### src/design/ggp_pkg.sv
// Grain pool package: payload structs, slot entry layout, op and register codes,
// and the constants for the attack divider. Used by every file in the block.
// No dependencies.
package ggp_pkg;

	localparam int LENGTH_BITS   = 24;
	localparam int MAX_SLOTS_DEF = 16;
	localparam int BASE_W        = 32;
	localparam int ATTACK_W      = 11;
	localparam int SLOT_W        = 4;
	localparam int GRAINS_W      = 5;
	localparam int CFG_IDX_W     = 2;
	localparam int CFG_DATA_W    = 5;

	localparam logic [GRAINS_W-1:0] MAX_GRAINS_RST = GRAINS_W'(16);

	// register indexes on the config port
	localparam logic [CFG_IDX_W-1:0] REG_MAX_GRAINS = CFG_IDX_W'(0);
	localparam logic [CFG_IDX_W-1:0] REG_REVERSE    = CFG_IDX_W'(1);

	// attack = length / 40, clamped; done as (length >> 3) / 5
	localparam int ATTACK_DIV    = 40;
	localparam int ATT_PRE_SHIFT = 3;
	localparam int ATT_ODD       = ATTACK_DIV >> ATT_PRE_SHIFT;
	localparam int ATTACK_MIN    = 20;
	localparam int ATTACK_MAX    = 1024;
	localparam int ATT_QW        = LENGTH_BITS - ATT_PRE_SHIFT;
	localparam int ATT_MW        = LENGTH_BITS;
	localparam int ATT_PW        = ATT_QW + ATT_MW;
	localparam int ATT_SHIFT     = LENGTH_BITS;
	localparam int ATT_EW        = (ATT_QW > ATTACK_W) ? ATT_QW : ATTACK_W;
	localparam logic [ATT_MW-1:0] ATT_MULT =
		ATT_MW'(((64'd1 << ATT_SHIFT) + 64'(ATT_ODD) - 64'd1) / 64'(ATT_ODD));

	typedef enum logic [1:0] {
		OP_CREATE = 2'd0,
		OP_TICK   = 2'd1,
		OP_READ   = 2'd2,
		OP_NOP    = 2'd3
	} op_t;

	typedef struct packed {
		op_t                    op;
		logic [LENGTH_BITS-1:0] grain_length;
		logic [BASE_W-1:0]      base_addr;
		logic [SLOT_W-1:0]      read_slot;
	} cmd_t;

	typedef struct packed {
		logic                   done_ok;
		logic [BASE_W-1:0]      sample_addr;
		logic [ATTACK_W-1:0]    attack_len;
		logic [GRAINS_W-1:0]    grains_live;
	} res_t;

	typedef struct packed {
		logic [BASE_W-1:0]      base;
		logic [LENGTH_BITS-1:0] length;
		logic [LENGTH_BITS-1:0] position;
		logic [ATTACK_W-1:0]    attack;
	} slot_t;

endpackage

### src/design/granular_grain_pool.sv
// Grain pool top level. One item at a time; cmd_ready is high only when idle.
// States after accept: create CDIV, CWR, DONE (refused create: DONE); tick TICK, DONE,
// one slot memory read per cycle in TICK (empty pool: DONE); read READ, DONE; no-op DONE.
// The next item is taken once the result is in the output register.
// Reset (arst_n low, asynchronous): pool empty, max_grains 16, forward mode; no clearing pass.
module granular_grain_pool #(
	parameter int MAX_SLOTS = ggp_pkg::MAX_SLOTS_DEF
) (
	input  logic                           clk,
	input  logic                           arst_n,
	input  logic                           cmd_valid,
	output logic                           cmd_ready,
	input  ggp_pkg::cmd_t                  cmd,
	output logic                           res_valid,
	input  logic                           res_ready,
	output ggp_pkg::res_t                  res,
	input  logic                           cfg_valid,
	output logic                           cfg_ready,
	input  logic [ggp_pkg::CFG_IDX_W-1:0]  cfg_index,
	input  logic [ggp_pkg::CFG_DATA_W-1:0] cfg_data
);

	localparam int AW   = (MAX_SLOTS > 1) ? $clog2(MAX_SLOTS) : 1;
	localparam int CW   = $clog2(MAX_SLOTS + 1);
	localparam int CMPW = ((CW > ggp_pkg::GRAINS_W) ? CW : ggp_pkg::GRAINS_W) + 1;
	localparam int LB   = ggp_pkg::LENGTH_BITS;

	typedef enum logic [5:0] {
		ST_IDLE = 6'b000001,
		ST_CDIV = 6'b000010,
		ST_CWR  = 6'b000100,
		ST_TICK = 6'b001000,
		ST_READ = 6'b010000,
		ST_DONE = 6'b100000
	} state_t;

	state_t                          state_q;
	logic [CW-1:0]                   live_q;
	logic [ggp_pkg::GRAINS_W-1:0]    max_grains_q;
	logic                            reverse_q;
	logic [CW-1:0]                   idx_q;
	logic [CW-1:0]                   kept_q;
	logic                            pend_q;
	logic                            res_valid_q;
	logic [LB-1:0]                   len_q;
	logic [ggp_pkg::BASE_W-1:0]      base_q;
	logic                            rd_ok_q;
	ggp_pkg::res_t                   stage_q;
	ggp_pkg::res_t                   res_q;

	logic                            accept;
	logic                            create_ok;
	logic                            read_ok;
	logic [CMPW-1:0]                 live_c;
	logic [CMPW-1:0]                 max_c;
	logic [CMPW-1:0]                 slot_c;
	logic [CW-1:0]                   live_inc;
	logic [CW-1:0]                   kept_nx;
	logic                            load_out;

	logic                            mem_we;
	logic [AW-1:0]                   mem_waddr;
	ggp_pkg::slot_t                  mem_wdata;
	logic [AW-1:0]                   mem_raddr;
	ggp_pkg::slot_t                  mem_rdata;

	logic [LB-1:0]                   step_pos;
	logic                            step_rev;
	logic [LB-1:0]                   step_next;
	logic                            step_gone;
	logic [ggp_pkg::ATTACK_W-1:0]    attack;

	ggp_slot_mem #(
		.DEPTH (MAX_SLOTS),
		.AW    (AW)
	) u_mem (
		.clk   (clk),
		.we    (mem_we),
		.waddr (mem_waddr),
		.wdata (mem_wdata),
		.raddr (mem_raddr),
		.rdata (mem_rdata)
	);

	ggp_attack u_attack (
		.clk    (clk),
		.len    (len_q),
		.attack (attack)
	);

	ggp_step u_step (
		.pos      (step_pos),
		.length   (mem_rdata.length),
		.reverse  (step_rev),
		.next_pos (step_next),
		.gone     (step_gone)
	);

	assign cmd_ready = (state_q == ST_IDLE);
	assign cfg_ready = 1'b1;
	assign accept    = cmd_valid && cmd_ready;
	assign res_valid = res_valid_q;
	assign res       = res_q;
	assign load_out  = (state_q == ST_DONE) && (!res_valid_q || res_ready);

	assign live_c   = CMPW'(live_q);
	assign max_c    = CMPW'(max_grains_q);
	assign slot_c   = CMPW'(cmd.read_slot);
	assign live_inc = CW'(live_q + 1'b1);
	assign kept_nx  = CW'(kept_q + CW'(pend_q && !step_gone));

	always_comb begin
		logic cap;
		cap = 1'b0;
		if (live_q != '0) begin
			cap = reverse_q ? ((live_c + CMPW'(1)) >= max_c) : (live_c >= max_c);
		end
		create_ok = (cmd.grain_length != '0) && (live_c < CMPW'(MAX_SLOTS)) && !cap;
	end

	assign read_ok = (slot_c < live_c) && (slot_c < CMPW'(MAX_SLOTS));

	// the stepper also forms length - 1 for a reverse create
	assign step_pos = (state_q == ST_CWR) ? len_q : mem_rdata.position;
	assign step_rev = (state_q == ST_CWR) ? 1'b1 : reverse_q;

	always_comb begin
		mem_raddr = AW'(cmd.read_slot);
		mem_we    = 1'b0;
		mem_waddr = kept_q[AW-1:0];
		mem_wdata = mem_rdata;
		case (state_q)
			ST_TICK: begin
				mem_raddr          = idx_q[AW-1:0];
				mem_we             = pend_q && !step_gone;
				mem_wdata.position = step_next;
			end
			ST_CWR: begin
				mem_we             = 1'b1;
				mem_waddr          = live_q[AW-1:0];
				mem_wdata.base     = base_q;
				mem_wdata.length   = len_q;
				mem_wdata.position = reverse_q ? step_next : '0;
				mem_wdata.attack   = attack;
			end
			default: begin
			end
		endcase
	end

	always_ff @(posedge clk or negedge arst_n) begin
		if (!arst_n) begin
			state_q      <= ST_IDLE;
			live_q       <= '0;
			max_grains_q <= ggp_pkg::MAX_GRAINS_RST;
			reverse_q    <= 1'b0;
			idx_q        <= '0;
			kept_q       <= '0;
			pend_q       <= 1'b0;
			res_valid_q  <= 1'b0;
		end else begin
			if (cfg_valid && cfg_ready) begin
				case (cfg_index)
					ggp_pkg::REG_MAX_GRAINS: max_grains_q <= cfg_data[ggp_pkg::GRAINS_W-1:0];
					ggp_pkg::REG_REVERSE:    reverse_q    <= cfg_data[0];
					default: begin
					end
				endcase
			end

			if (load_out) begin
				res_valid_q <= 1'b1;
			end else if (res_ready) begin
				res_valid_q <= 1'b0;
			end

			case (state_q)
				ST_IDLE: begin
					if (accept) begin
						case (cmd.op)
							ggp_pkg::OP_CREATE: state_q <= create_ok ? ST_CDIV : ST_DONE;
							ggp_pkg::OP_TICK: begin
								idx_q   <= '0;
								kept_q  <= '0;
								pend_q  <= 1'b0;
								state_q <= (live_q == '0) ? ST_DONE : ST_TICK;
							end
							ggp_pkg::OP_READ: state_q <= ST_READ;
							default:          state_q <= ST_DONE;
						endcase
					end
				end
				ST_CDIV: state_q <= ST_CWR;
				ST_CWR: begin
					live_q  <= live_inc;
					state_q <= ST_DONE;
				end
				ST_TICK: begin
					kept_q <= kept_nx;
					if (idx_q < live_q) begin
						idx_q  <= CW'(idx_q + 1'b1);
						pend_q <= 1'b1;
					end else begin
						pend_q  <= 1'b0;
						live_q  <= kept_nx;
						state_q <= ST_DONE;
					end
				end
				ST_READ: state_q <= ST_DONE;
				ST_DONE: begin
					if (load_out) begin
						state_q <= ST_IDLE;
					end
				end
				default: state_q <= ST_IDLE;
			endcase
		end
	end

	always_ff @(posedge clk) begin
		case (state_q)
			ST_IDLE: begin
				if (accept) begin
					len_q               <= cmd.grain_length;
					base_q              <= cmd.base_addr;
					rd_ok_q             <= read_ok;
					stage_q.done_ok     <= 1'b0;
					stage_q.sample_addr <= '0;
					stage_q.attack_len  <= '0;
					stage_q.grains_live <= ggp_pkg::GRAINS_W'(live_q);
				end
			end
			ST_CWR: begin
				stage_q.done_ok     <= 1'b1;
				stage_q.grains_live <= ggp_pkg::GRAINS_W'(live_inc);
			end
			ST_TICK: begin
				stage_q.grains_live <= ggp_pkg::GRAINS_W'(kept_nx);
			end
			ST_READ: begin
				if (rd_ok_q) begin
					stage_q.done_ok     <= 1'b1;
					stage_q.sample_addr <= mem_rdata.base +
						ggp_pkg::BASE_W'(mem_rdata.position);
					stage_q.attack_len  <= mem_rdata.attack;
				end
			end
			default: begin
			end
		endcase
		if (load_out) begin
			res_q <= stage_q;
		end
	end

endmodule

### src/design/ggp_slot_mem.sv
// Grain slot storage: one write port, one registered read port.
// Depends on ggp_pkg for the slot entry layout.
module ggp_slot_mem #(
	parameter int DEPTH = ggp_pkg::MAX_SLOTS_DEF,
	parameter int AW    = (DEPTH > 1) ? $clog2(DEPTH) : 1
) (
	input  logic            clk,
	input  logic            we,
	input  logic [AW-1:0]   waddr,
	input  ggp_pkg::slot_t  wdata,
	input  logic [AW-1:0]   raddr,
	output ggp_pkg::slot_t  rdata
);

	ggp_pkg::slot_t mem_q [DEPTH];
	ggp_pkg::slot_t rdata_q;

	always_ff @(posedge clk) begin
		if (we) begin
			mem_q[waddr] <= wdata;
		end
	end

	always_ff @(posedge clk) begin
		rdata_q <= mem_q[raddr];
	end

	assign rdata = rdata_q;

endmodule

### src/design/ggp_attack.sv
// Attack length of a new grain: length / 40 clamped to 20..1024.
// Reciprocal multiply, product registered; result valid in the cycle after len settles.
// Depends on ggp_pkg for the divider constants.
module ggp_attack (
	input  logic                            clk,
	input  logic [ggp_pkg::LENGTH_BITS-1:0] len,
	output logic [ggp_pkg::ATTACK_W-1:0]    attack
);

	logic [ggp_pkg::ATT_QW-1:0] x;
	logic [ggp_pkg::ATT_PW-1:0] prod_q;
	logic [ggp_pkg::ATT_QW-1:0] quot;
	logic [ggp_pkg::ATT_EW-1:0] quot_ext;

	assign x = len[ggp_pkg::LENGTH_BITS-1:ggp_pkg::ATT_PRE_SHIFT];

	always_ff @(posedge clk) begin
		prod_q <= ggp_pkg::ATT_PW'(x) * ggp_pkg::ATT_PW'(ggp_pkg::ATT_MULT);
	end

	assign quot     = prod_q[ggp_pkg::ATT_PW-1:ggp_pkg::ATT_SHIFT];
	assign quot_ext = ggp_pkg::ATT_EW'(quot);

	always_comb begin
		if (quot_ext < ggp_pkg::ATT_EW'(ggp_pkg::ATTACK_MIN)) begin
			attack = ggp_pkg::ATTACK_W'(ggp_pkg::ATTACK_MIN);
		end else if (quot_ext > ggp_pkg::ATT_EW'(ggp_pkg::ATTACK_MAX)) begin
			attack = ggp_pkg::ATTACK_W'(ggp_pkg::ATTACK_MAX);
		end else begin
			attack = quot_ext[ggp_pkg::ATTACK_W-1:0];
		end
	end

endmodule

### src/design/ggp_step.sv
// Shared position stepper: one adder steps a play position by +1 or -1 and
// flags a grain that runs past its end. Depends on ggp_pkg for widths.
module ggp_step (
	input  logic [ggp_pkg::LENGTH_BITS-1:0] pos,
	input  logic [ggp_pkg::LENGTH_BITS-1:0] length,
	input  logic                            reverse,
	output logic [ggp_pkg::LENGTH_BITS-1:0] next_pos,
	output logic                            gone
);

	// all-ones addend is -1 mod 2^LENGTH_BITS
	assign next_pos = pos + (reverse ? {ggp_pkg::LENGTH_BITS{1'b1}}
	                                 : ggp_pkg::LENGTH_BITS'(1));
	assign gone     = reverse ? (pos == '0) : (next_pos == length);

endmodule
### config.mk
export PLATFORM = sky130hd
export DESIGN_NAME = granular_grain_pool
export DESIGN_NICKNAME = d
export VERILOG_FILES = /design/src/design/ggp_pkg.sv /design/src/design/granular_grain_pool.sv /design/src/design/ggp_slot_mem.sv /design/src/design/ggp_attack.sv /design/src/design/ggp_step.sv
export SDC_FILE = /design/constraint.sdc
export NUM_CORES = 2
export LEC_CHECK = 0
export BUFFER_PORTS_ARGS = -buffer_cell sky130_fd_sc_hd__buf_2
export CAP_MARGIN = 20
export CORE_MARGIN = 10
export CORE_UTILIZATION = 57
export DETAILED_ROUTE_END_ITERATION = 8
export PLACE_DENSITY = 0.76
export SLEW_MARGIN = 20
export SYNTH_ARGS = -nofsm -noshare
export SYNTH_HDL_FRONTEND = slang
export SYNTH_SLANG_ARGS = --single-unit
### constraint.sdc
create_clock -name clk -period 9.62 [get_ports clk]
set_input_delay 0.962 -clock clk [delete_from_list [all_inputs] [get_ports clk]]
set_output_delay 0.962 -clock clk [all_outputs]
set_load 0.01 [all_outputs]
==> impl_metrics.json <==
{
  "worstMarginPinSlew_ns": 1.30,
  "path_class": "flop to flop",
  "ys.flop_type": "edfxtp_1",
  "h-tree-depth": 4,
  "cellPowerDensity_mw_per_mm2": 353,
  "cts_tree": "yes",
  "viasPerCell": 6.31,
  "grt_usage": 0.275,
  "p_int_mw": 19.0,
  "fmax_ghz": 0.124,
  "ir_drop_uv": 1190,
  "setup_viol": 0,
  "synthDistinctLibCells": 89,
  "numCtsBuffers": 170,
  "synth_area_leaders": "edfxtp_1 62%, nand2_1 8.2%, ha_1 4.2%, fa_1 3.7%, a311oi_1 3.1%",
  "seq_area_sq_mm": 0.0513,
  "combPwrFrac": 0.473,
  "synth_edf_count": 1611,
  "hold_viol": 0,
  "netlist_instances": 6396,
  "clockPowerShare": 0.216,
  "holdCritPathClass": "input pin to asynchronous set/reset pin",
  "area_growth_pct": 10.5,
  "yosysWarnings": 0,
  "drv_slew": 0,
  "start_util": 0.572,
  "clockRootBuffer": "clkbuf_16",
  "fill_cells": 10000,
  "grt_max_degree": 175,
  "first_pass_iters": 8,
  "row_count": 136,
  "status": "completed",
  "die_w_microns": 391,
  "slew_headroom": 0.132,
  "total_power_mw": 30.7,
  "dp.cells": 8041,
  "post_cts_buffers": 0,
  "endpoint_kind": "flop",
  "cts-hold-fix-buffers": 0,
  "portBuffers": 124,
  "start_kind": "flop",
  "core_area_sq_mm": 0.137,
  "grt_setup_unrepaired": "no",
  "power_frac_seq": 0.311,
  "grt_pass1_vias": 50800,
  "grt_pass1_wl_microns": 319000,
  "synth_area_sq_mm": 0.0785,
  "hpwl_microns": 126000,
  "finalCritPeriodShare": 0.836,
  "seq_area_frac_synth": 0.654,
  "cap_viol_max_count": 0,
  "ios": 126,
  "routedWlPerCell_microns": 25.6,
  "antenna_found_initial": 13,
  "synth_top_area_share": 0.616,
  "dieArea_sq_mm": 0.153,
  "route.vias.total": 52800,
  "critPathArrivalTime_ns": 8.78,
  "async_flop_share": 0.0166,
  "period_minus_slack_ns": 8.04,
  "ys_ff_latch": 1750,
  "leakage_nw": 32.2,
  "crit_fanout": 13,
  "globalRouteOverflowTotal": 0,
  "final_cells": 8367,
  "die_h_microns": 391,
  "drtAntennaViolNets": 0,
  "fin_nets": 6902,
  "power.switching_mw": 11.7,
  "cts_resized": 0,
  "drc": 0,
  "drt_iter0_drc": 7069,
  "final_core_util": 0.632,
  "drive_gt1_frac": 0.0842,
  "mostFrequentLayoutCells": "1712 x nand2_1, 1611 x edfxtp_1, 389 x nand3_1",
  "postSynthNetCount": 6878,
  "yosysTopAreaCell": "edfxtp_1",
  "fin_setup_tns_ns": 0,
  "required_ns": 10.36,
  "clk_latency_ns": 0.84,
  "cts_max_path_buffers": 3,
  "clock_skew_ns": 0.0728,
  "final_common_cell": "nand2_1",
  "cts_sinks": 1750,
  "avgSynthCellArea_sq_um": 12.3,
  "multiInputGateArea_sq_mm": 0.0250,
  "drt-total-wl_microns": 214000,
  "place.gp.congestion": 0.943,
  "clkTransAtPathRegs_ns": 0.06,
  "switching_share": 0.380
}
[per-stage QoR]
stage / setup WS, ns / hold WS, ns / area, sq um
2_1_floorplan: 0.0681 / 0.400 / 78500
3_3_place_gp: 1.65 / 0.404 / 81000
3_5_place_dp: 1.70 / 0.405 / 81100
4_1_cts: 1.70 / 0.231 / 86700
5_1_grt: 1.19 / 0.259 / 86700
6_report: 1.58 / 0.246 / 86700
[critical path, stage by stage (launching register included)]
cell      delay, ns
edfxtp_1       0.76
ha_1           0.45
fa_1           0.46
ha_1           0.32
fa_1           0.52
inv_1          0.06
fa_1           0.53
inv_1          0.05
fa_1           0.48
inv_1          0.05
fa_1           0.36
inv_1          0.07
ha_1           0.24
a21o_1         0.19
a21oi_1        0.27
nand2_1        0.09
a211oi_1       0.55
o32ai_1        0.22
o311ai_0       0.60
a21oi_1        0.22
a2111o_1       0.36
a221oi_1       0.44
o21ai_0        0.26
o21a_1         0.24
nor2_1         0.11
xnor2_1        0.12
[kinds of logic (layout without fill, tap and decap cells)]
kind of cell	after synthesis	in the layout	share of synthesized area
mux	14	14	0.00185
simple gates	2638	2638	0.146
flops	1750	1750	0.654
xor+xnor	115	115	0.0130
other cells	1	5	0.0000478
compound gates	820	820	0.0748
fa+ha+maj	409	409	0.0791
buf+inv	649	822	0.0314
[power groups by stage]
stage	combinational [mW]	sequential, mW	clock, mW
finish	14.5	9.54	6.62
global route	16.4	9.56	6.99
CTS	14.5	9.54	6.67
detailed placement	14.3	9.69	0
global placement	14.1	9.69	0
floorplan	10.6	9.50	0
[registers in the layout, summed over array words and instances, names as in the netlist, 6 cells and up]
| name | cells |
|---|---|
| u_mem.mem_q | 1456 |
| u_mem.rdata | 91 |
| res | 49 |
| stage_q | 49 |
| base_q | 32 |
| len_q | 24 |
| u_attack.prod_q | 19 |
| state_q | 6 |
[layout make-up]
class | instances | share of cell area
Sequential cell | 1750 | 0.592
Timing Repair Buffer | 227 | 0.0182
Tap cell | 1794 | 0.0259
Clock buffer | 234 | 0.0540
Multi-Input combinational cell | 3997 | 0.288
Inverter | 274 | 0.0119
Clock inverter | 87 | 0.0104
Antenna cell | 4 | 0.000115
[per-layer routing]
| metal | GRT usage | up-vias | wire [microns] |
|---|---|---|---|
| met1 | 0.385 | 26000 | 83900 |
| met5 | 0 | - | 24 |
| met3 | 0.0487 | 446 | 22000 |
| met4 | 0.107 | 4 | 8110 |
| met2 | 0.429 | 3168 | 99900 |
| li1 | - | 23200 | - |
[worst paths after layout]
| kind | from | end | slack, ns | cells past startpoint |
|---|---|---|---|---|
| setup / recovery | len_q[7]$_DFFE_PP_ | u_attack.prod_q[42]$_DFF_P_ | 1.58 | 25 |
| hold / removal | arst_n | max_grains_q[2]$_DFFE_PN0P_ | 0.25 | 1 |
| setup reg to reg | len_q[7]$_DFFE_PP_ | u_attack.prod_q[42]$_DFF_P_ | 1.58 | 25 |
| hold reg to reg | stage_q[40]$_SDFFCE_PN0P_ | res[40]$_DFFE_PP_ | 0.41 | 0 |
| max in group asynchronous | arst_n | reverse_q$_DFFE_PN0P_ | 8.80 | 1 |
| min in group clk | cmd[11] | base_q[7]$_DFFE_PP_ | 0.29 | 1 |
[cells in the mapped netlist, types with 10 or more instances]
cell / number
nand2_1: 1717
edfxtp_1: 1611
nand3_1: 389
clkbuf_1: 337
a311oi_1: 275
inv_1: 272
ha_1: 262
and3_1: 194
a21oi_1: 167
fa_1: 146
nor2_1: 128
dfxtp_1: 110
a31oi_1: 108
o21ai_0: 92
xnor2_1: 70
xor2_1: 44
nor3_1: 43
a21o_1: 34
buf_1: 29
dfrtp_1: 27
and2_1: 25
nor2b_1: 21
nand2b_1: 20
nor4_1: 20
nand4_1: 18
o21a_1: 14
or3_1: 14
a22o_1: 12
o211ai_1: 12
a211oi_1: 11
mux2i_1: 10
Power figures use the tool's default switching activity.
